--- src/rtl/core/ddcb_pkg.sv ---
// Package for the decimating DC blocker: widths, reset values and register map.
// No dependencies; imported by decimating_dc_blocker_unit.
`default_nettype none

package ddcb_pkg;

    localparam int ADC_BITS  = 12;
    localparam int ACC_BITS  = ADC_BITS + 16;
    localparam int RES_BITS  = ADC_BITS + 1;
    localparam int DIFF_BITS = ACC_BITS + 1;
    localparam int S_TDATA_W = ((ADC_BITS + 7) / 8) * 8;
    localparam int M_TDATA_W = ((RES_BITS + 7) / 8) * 8;

    localparam int DEC_BITS   = 8;
    localparam int SHIFT_BITS = 5;
    localparam int PADDR_W    = 3;
    localparam int REG_SEL    = 2;  // paddr bit that picks the register

    localparam logic [DEC_BITS-1:0]   DEC_RESET   = 8'd1;
    localparam logic [SHIFT_BITS-1:0] SHIFT_RESET = 5'd8;
    localparam logic [SHIFT_BITS-1:0] SHIFT_MAX   = 5'd16;

    localparam logic [ACC_BITS-1:0] CONV_MID =
        ACC_BITS'(1) << (ADC_BITS - 1);
    localparam logic [ACC_BITS-1:0] ACC_RESET = CONV_MID << SHIFT_RESET;
    localparam logic [ADC_BITS-1:0] SAMPLE_MAX = '1;

    typedef enum logic {
        CFG_DECIMATION = 1'b0,
        CFG_SHIFT      = 1'b1
    } cfg_idx_t;

endpackage

`default_nettype wire

--- src/rtl/core/decimating_dc_blocker_unit.sv ---
// Decimating DC blocker top level: decimation counter, leaky-integrator DC
// estimate and residual output with an APB-style register port. Uses ddcb_pkg.
`default_nettype none

// Usage
//   s_* channel carries raw unsigned converter samples (s_tdata[11:0]).
//   m_* channel carries signed residuals (m_tdata[12:0], two's complement).
//   One sample in every N (the decimation register) is kept, starting with
//   the first sample after reset or after a decimation register write;
//   dropped samples give no result and leave the DC estimate alone.
//   Path: a kept sample passes the input register, then the result
//   register, and is then presented on m_*.
//   Throughput: one sample per cycle while the receiver does not stall; the
//   combinational accumulator update (subtract, add, shift) between the two registers allows this.
//   When the receiver stalls, the result register holds and s_tready stays
//   high until the input register also holds a kept sample.
//   Reset (aresetn low, synchronous) empties both registers, sets the
//   decimation ratio to 1, the estimator shift to 8 and seeds the
//   accumulator with the converter midpoint shifted left by 8.
//   Registers: 0x0 decimation ratio [7:0], 0x4 estimator shift [4:0];
//   write only while the block is idle.
module decimating_dc_blocker_unit (
    input  wire logic                            aclk,
    input  wire logic                            aresetn,
    // s_tdata: [11:0] adc_sample
    input  wire logic [ddcb_pkg::S_TDATA_W-1:0]  s_tdata,
    input  wire logic                            s_tvalid,
    output logic                                 s_tready,
    // m_tdata: [12:0] residual_sample
    output logic [ddcb_pkg::M_TDATA_W-1:0]       m_tdata,
    output logic                                 m_tvalid,
    input  wire logic                            m_tready,
    input  wire logic                            psel,
    input  wire logic                            penable,
    input  wire logic                            pwrite,
    input  wire logic [ddcb_pkg::PADDR_W-1:0]    paddr,
    input  wire logic [31:0]                     pwdata,
    output logic [31:0]                          prdata,
    output logic                                 pready
);
    import ddcb_pkg::*;

    logic [DEC_BITS-1:0]   dec_reg, dec_next;
    logic [SHIFT_BITS-1:0] shift_reg, shift_next;
    logic [DEC_BITS-1:0]   skip_reg, skip_next;
    logic [ACC_BITS-1:0]   acc_reg, acc_next;
    logic                  in_valid_reg, in_valid_next;
    logic [ADC_BITS-1:0]   in_sample_reg;
    logic                  out_valid_reg, out_valid_next;
    logic [RES_BITS-1:0]   out_res_reg;
    logic [RES_BITS-1:0]   res_next;

    logic                  cfg_wr;
    cfg_idx_t              cfg_idx;
    logic                  s_accept;
    logic                  out_free;
    logic                  acc_load;
    logic                  keep;
    logic [DEC_BITS-1:0]   dec_eff;
    logic [DEC_BITS:0]     skip_inc;
    logic [SHIFT_BITS-1:0] shift_eff;
    logic [ACC_BITS-1:0]   est_old, est_new;
    logic [DIFF_BITS-1:0]  diff;

    // ---------------- register port ----------------
    assign pready  = 1'b1;
    assign cfg_idx = cfg_idx_t'(paddr[REG_SEL]);
    assign cfg_wr  = psel && penable && pwrite;

    always_comb begin
        case (cfg_idx)
            CFG_DECIMATION: prdata = {{(32-DEC_BITS){1'b0}}, dec_reg};
            CFG_SHIFT:      prdata = {{(32-SHIFT_BITS){1'b0}}, shift_reg};
            default:        prdata = '0;
        endcase
    end

    always_comb begin
        dec_next   = dec_reg;
        shift_next = shift_reg;
        if (cfg_wr) begin
            case (cfg_idx)
                CFG_DECIMATION: dec_next   = pwdata[DEC_BITS-1:0];
                CFG_SHIFT:      shift_next = pwdata[SHIFT_BITS-1:0];
                default: ;
            endcase
        end
    end

    // ---------------- handshake ----------------
    assign out_free = !out_valid_reg || m_tready;
    assign s_tready = out_free || !in_valid_reg;
    assign s_accept = s_tvalid && s_tready;
    assign acc_load = in_valid_reg && out_free;

    // ---------------- decimation ----------------
    assign dec_eff  = (dec_reg == '0) ? DEC_BITS'(1) : dec_reg;
    assign keep     = (skip_reg == '0);
    assign skip_inc = {1'b0, skip_reg} + (DEC_BITS+1)'(1);

    always_comb begin
        skip_next = skip_reg;
        if (cfg_wr && cfg_idx == CFG_DECIMATION) begin
            skip_next = '0;
        end else if (s_accept) begin
            if (skip_inc >= {1'b0, dec_eff}) begin
                skip_next = '0;
            end else begin
                skip_next = skip_inc[DEC_BITS-1:0];
            end
        end
    end

    always_comb begin
        in_valid_next = in_valid_reg;
        if (s_accept) begin
            in_valid_next = keep;
        end else if (acc_load) begin
            in_valid_next = 1'b0;
        end
    end

    // ---------------- DC estimate and residual ----------------
    assign shift_eff = (shift_reg > SHIFT_MAX) ? SHIFT_MAX : shift_reg;
    assign est_old   = acc_reg >> shift_eff;
    assign acc_next  = acc_reg - est_old + {{(ACC_BITS-ADC_BITS){1'b0}}, in_sample_reg};
    assign est_new   = acc_next >> shift_eff;
    assign diff      = {{(DIFF_BITS-ADC_BITS){1'b0}}, in_sample_reg} - {1'b0, est_new};

    // clamp to +-SAMPLE_MAX
    always_comb begin
        if ($signed(diff) < -$signed({{(DIFF_BITS-ADC_BITS){1'b0}}, SAMPLE_MAX})) begin
            res_next = -{1'b0, SAMPLE_MAX};
        end else if ($signed(diff) > $signed({{(DIFF_BITS-ADC_BITS){1'b0}}, SAMPLE_MAX})) begin
            res_next = {1'b0, SAMPLE_MAX};
        end else begin
            res_next = diff[RES_BITS-1:0];
        end
    end

    always_comb begin
        out_valid_next = out_valid_reg;
        if (acc_load) begin
            out_valid_next = 1'b1;
        end else if (m_tready) begin
            out_valid_next = 1'b0;
        end
    end

    assign m_tvalid = out_valid_reg;
    assign m_tdata  = {{(M_TDATA_W-RES_BITS){1'b0}}, out_res_reg};

    // ---------------- registers ----------------
    always_ff @(posedge aclk) begin
        if (!aresetn) begin
            dec_reg       <= DEC_RESET;
            shift_reg     <= SHIFT_RESET;
            skip_reg      <= '0;
            acc_reg       <= ACC_RESET;
            in_valid_reg  <= 1'b0;
            out_valid_reg <= 1'b0;
        end else begin
            dec_reg       <= dec_next;
            shift_reg     <= shift_next;
            skip_reg      <= skip_next;
            in_valid_reg  <= in_valid_next;
            out_valid_reg <= out_valid_next;
            if (acc_load) begin
                acc_reg <= acc_next;
            end
        end
    end

    always_ff @(posedge aclk) begin
        if (s_accept) begin
            in_sample_reg <= s_tdata[ADC_BITS-1:0];
        end
        if (acc_load) begin
            out_res_reg <= res_next;
        end
    end

    // ---------------- assertions ----------------
    a_drop_no_item: assert property (@(posedge aclk) disable iff (!aresetn)
        s_accept && (skip_reg != '0) |=> !in_valid_reg)
        else $error("dropped sample entered the input register");

    a_skip_bound: assert property (@(posedge aclk) disable iff (!aresetn)
        skip_reg < dec_eff)
        else $error("decimation counter out of range");

    a_acc_hold: assert property (@(posedge aclk) disable iff (!aresetn)
        !acc_load |=> $stable(acc_reg))
        else $error("accumulator moved without a kept sample");

    a_out_source: assert property (@(posedge aclk) disable iff (!aresetn)
        $rose(out_valid_reg) |-> $past(in_valid_reg))
        else $error("result raised without a kept sample");

endmodule

`default_nettype wire

--- config.mk ---
export PLATFORM = sky130hd
export DESIGN_NAME = decimating_dc_blocker_unit
export DESIGN_NICKNAME = d
export VERILOG_FILES = /design/src/rtl/core/ddcb_pkg.sv /design/src/rtl/core/decimating_dc_blocker_unit.sv
export SDC_FILE = /design/constraint.sdc
export NUM_CORES = 1
export LEC_CHECK = 0
export BUFFER_PORTS_ARGS = -buffer_cell sky130_fd_sc_hd__buf_2
export CAP_MARGIN = 10
export CORE_MARGIN = 5
export CORE_UTILIZATION = 50
export DETAILED_ROUTE_END_ITERATION = 10
export HOLD_SLACK_MARGIN = 0.1
export MAX_ROUTING_LAYER = met4
export PLACE_DENSITY = 0.79
export SLEW_MARGIN = 40
export SYNTH_ARGS = -nofsm -noshare
export SYNTH_HDL_FRONTEND = slang
export SYNTH_SLANG_ARGS = --single-unit
--- constraint.sdc ---
create_clock -name aclk -period 19.55 [get_ports aclk]
set_clock_uncertainty 0.2 [all_clocks]
set_input_delay 4.8875 -clock aclk [delete_from_list [all_inputs] [get_ports aclk]]
set_output_delay 4.8875 -clock aclk [all_outputs]
set_load 0.03 [all_outputs]
==> results.md <==
- Outcome: finished, final reports clean
- Largest net degree at the start of global routing: 51
- Top-Level Pins: approximately 110
- Flop2flop setup slack: 8.76 ns
- Max_slew headroom: 46.7%
- Critical R2R Capture: out_res_reg[2]
- Total Wirelength: between 30,000 and 40,000 µm
- Routability Congestion: approximately 1.0
- CTS Sinks: 76
- Post-synthesis mux area share: under 10%
- Pre-CTS setup slack: 8.81 ns
- Cell count of the worst reg-to-reg path: 32
- Adder-cell share of the synthesized area: between 10% and 20%
- Flip-flop count of the largest register after layout: 28
- Vias in the first global route: between 9,000 and 10,000
- Ant diodes: 0
- Fill cell count: ~1,700
- Most used cell, CP: mux2i_1
- Worst-path cell with the longest stage delay: o41ai_4
- Chip width: between 100 and 150 µm
- Synth-to-layout area growth: 6.50%
- Fmax: a little over 90 MHz
- Starting DRT DRC Count: between 1,000 and 1,500
- Utilization after layout: between 50% and 60%
- Fin area: between 10,000 and 15,000 µm²
- GRT Total Usage: around 28%
- Layout cells sized above 1: 11.1%
- Unique masters post-synth: 93
- Synth Instances: 1,253
- Multi-input logic area: around 7400 µm²
- Main combinational cell family by area after synthesis: compound AO/OA/AOI/OAI gates
- Initial antenna violation count: 0
- Residual DRC: 0
- Final WS setup: roughly 8.8 ns
- Global-route wire length before repair: 48,900 µm
- Core Box Area: about 19,000 µm²
- Startpoint types: register
- Num rows: 50
- Placed cell areas: between 9000 and 10,000 µm²
- Routed vias: ~9,700
- Synth Area in Simple Gates: between 20% and 30%
- WHS Path Cells: 2
- Hold buffers post-CTS: 0
- Vias per cell: roughly 6.4
- Post-Syn Area: approximately 9600 µm²
- Post-CTS sizing: 0
- Yosys warns: 0
- Hold Crit Class: reg2reg
- Wire per inst: between 15 and 20 µm
- Synth Flop Type: dfxtp_1
- Final Hold Fails: 0
- RSZ-0062 raised after global routing: no
- Flops & latches, synth: 76
- Root buffer cell: clkbuf_16
- Crit path arrival time: around 11 ns
- Initial Util: about half
- PortBufs: 50
- CP peak stage delay: 0.65 ns
- Clock Tree Buf Depth: 2
- Synth Area in Compound Gates: approximately 28%
- Post-CTS setup buffers: 0
- Xor/xnor cell area share of the yosys netlist: 3.35%
- Max_cap viols: 0
- Gr ovfl total: 0
- Worst reg2reg startpoint: shift_reg[4]
- ANT nets after route: 0
- Crit-path max FO: 50
- Clock-pin transition on the worst setup and hold timing paths: ~0.060 ns
- Worst EP required: a little under 20 ns
- Syn Area/Cell: 7.69 µm²
- Final Critical Period: approximately 11 ns
- Endpoints failing setup: 0
- Layout net count: roughly 1,400
- CTS tree: built
- TritonCTS Buffers: 9
- Post-DP HPWL: 23,300 µm
- Setup Crit Path Kind: reg2reg
- Pre-Repair DR Iteration Count: 9
- Final period util: 55.2%
- EDFF count, synth: 25
- Area taken by flip-flops and latches: between 1500 and 2000 µm²
- Die Area: between 20,000 and 25,000 µm²
- Post-synthesis sequential area ratio: a little under a fifth
- H-tree depth: 3
- Final Max Slew Viols: 0
- Hold path startpoint: dec_reg[2]
- Setup TNS: 0 ns
- Worst hold path endpoint: dec_reg[2]
- Setup crit end kind: register
- Worst-Skew Late Latency: approximately 0.34 ns
- Measured slew at the worst slew-check pin: roughly 0.80 ns
- Die height: approximately 150 µm
- Async SR Flop Fraction: 0%
## layer usage
layer,vias to the layer above,part of all wire (%),global-route usage (%)
met5,-,0,-
met1,4450,41,36.5
met3,109,10,5.29
met4,0,5.4,12.3
met2,568,43,42.1
li1,4574,-,-
## final cells by class
type,count,share of cell area [%]
repair buffers,62,3.32
multi-input cells,1062,71.8
clock inverters,5,0.597
flip-flops and latches,76,17.3
inverters,42,1.54
well taps,260,3.17
clock buffers,11,2.30
## logic make-up (layout without fill, tap and decap cells)
logic type	count (synthesis)	in the layout
AOI/OAI and AO/OA	377	377
and+or+nand+nor	454	454
adders and majority gates	78	78
xor gates and xnor gates	36	36
DFF	76	76
muxes	89	89
buffers and inverters	141	120
other	2	28
## worst max-delay path: cells and delay by family, from the launching register on
family,cells,cell delay [ns]
compound gates,13,4.14
mux,4,1.09
fa+ha+maj,3,1.32
simple gates,10,2.55
buf+inv,2,0.83
flops,1,0.32
## how the worst max path moves through the flow
stage / depth (start not counted) / slack, ns / to / startpoint
3_5_place_dp: 3 / 8.81 / prdata[0] / paddr[2]
2_1_floorplan: 2 / 8.71 / prdata[1] / paddr[2]
5_1_grt: 32 / 8.11 / out_res_reg[2] / shift_reg[4]
3_3_place_gp: 3 / 8.83 / prdata[0] / paddr[2]
4_1_cts: 3 / 8.81 / prdata[0] / paddr[2]
6_report: 32 / 8.76 / out_res_reg[2] / shift_reg[4]
## stage by stage
step	hold slack [ns]	instances
CTS	0.269	1518
detailed placement	0.261	1502
global route	0.294	1518
global placement	0.252	1502
finish	0.271	1518
floorplan	0.243	1279
## Yosys cell counts (all sizes together), types with 25 or more instances
cell type | n | area, µm²
buf | 56 | 334
o21ai | 67 | 335
ha | 65 | 813
dfxtp | 51 | 1020
a211oi | 35 | 273
clkbuf | 43 | 163
mux2i | 79 | 791
a21boi | 27 | 206
nor2 | 96 | 360
edfxtp | 25 | 751
inv | 41 | 154
a21oi | 88 | 470
nand2 | 192 | 721
## layout by cell type (no fill, tap or decap), types with 26 or more instances in the layout
cell type	synthesis	layout
nand2_1	192	191
nor2_1	96	94
a21oi_1	80	79
mux2i_1	79	79
ha_1	65	65
o21ai_0	54	54
dfxtp_1	51	50
buf_2	15	50
inv_1	41	40
a211oi_1	33	33
conb_1	2	28
a21boi_0	26	26
Power is left out: the tool's default activity adds up to more than one toggle a clock period on the data nets, which glitch-free logic cannot reach.
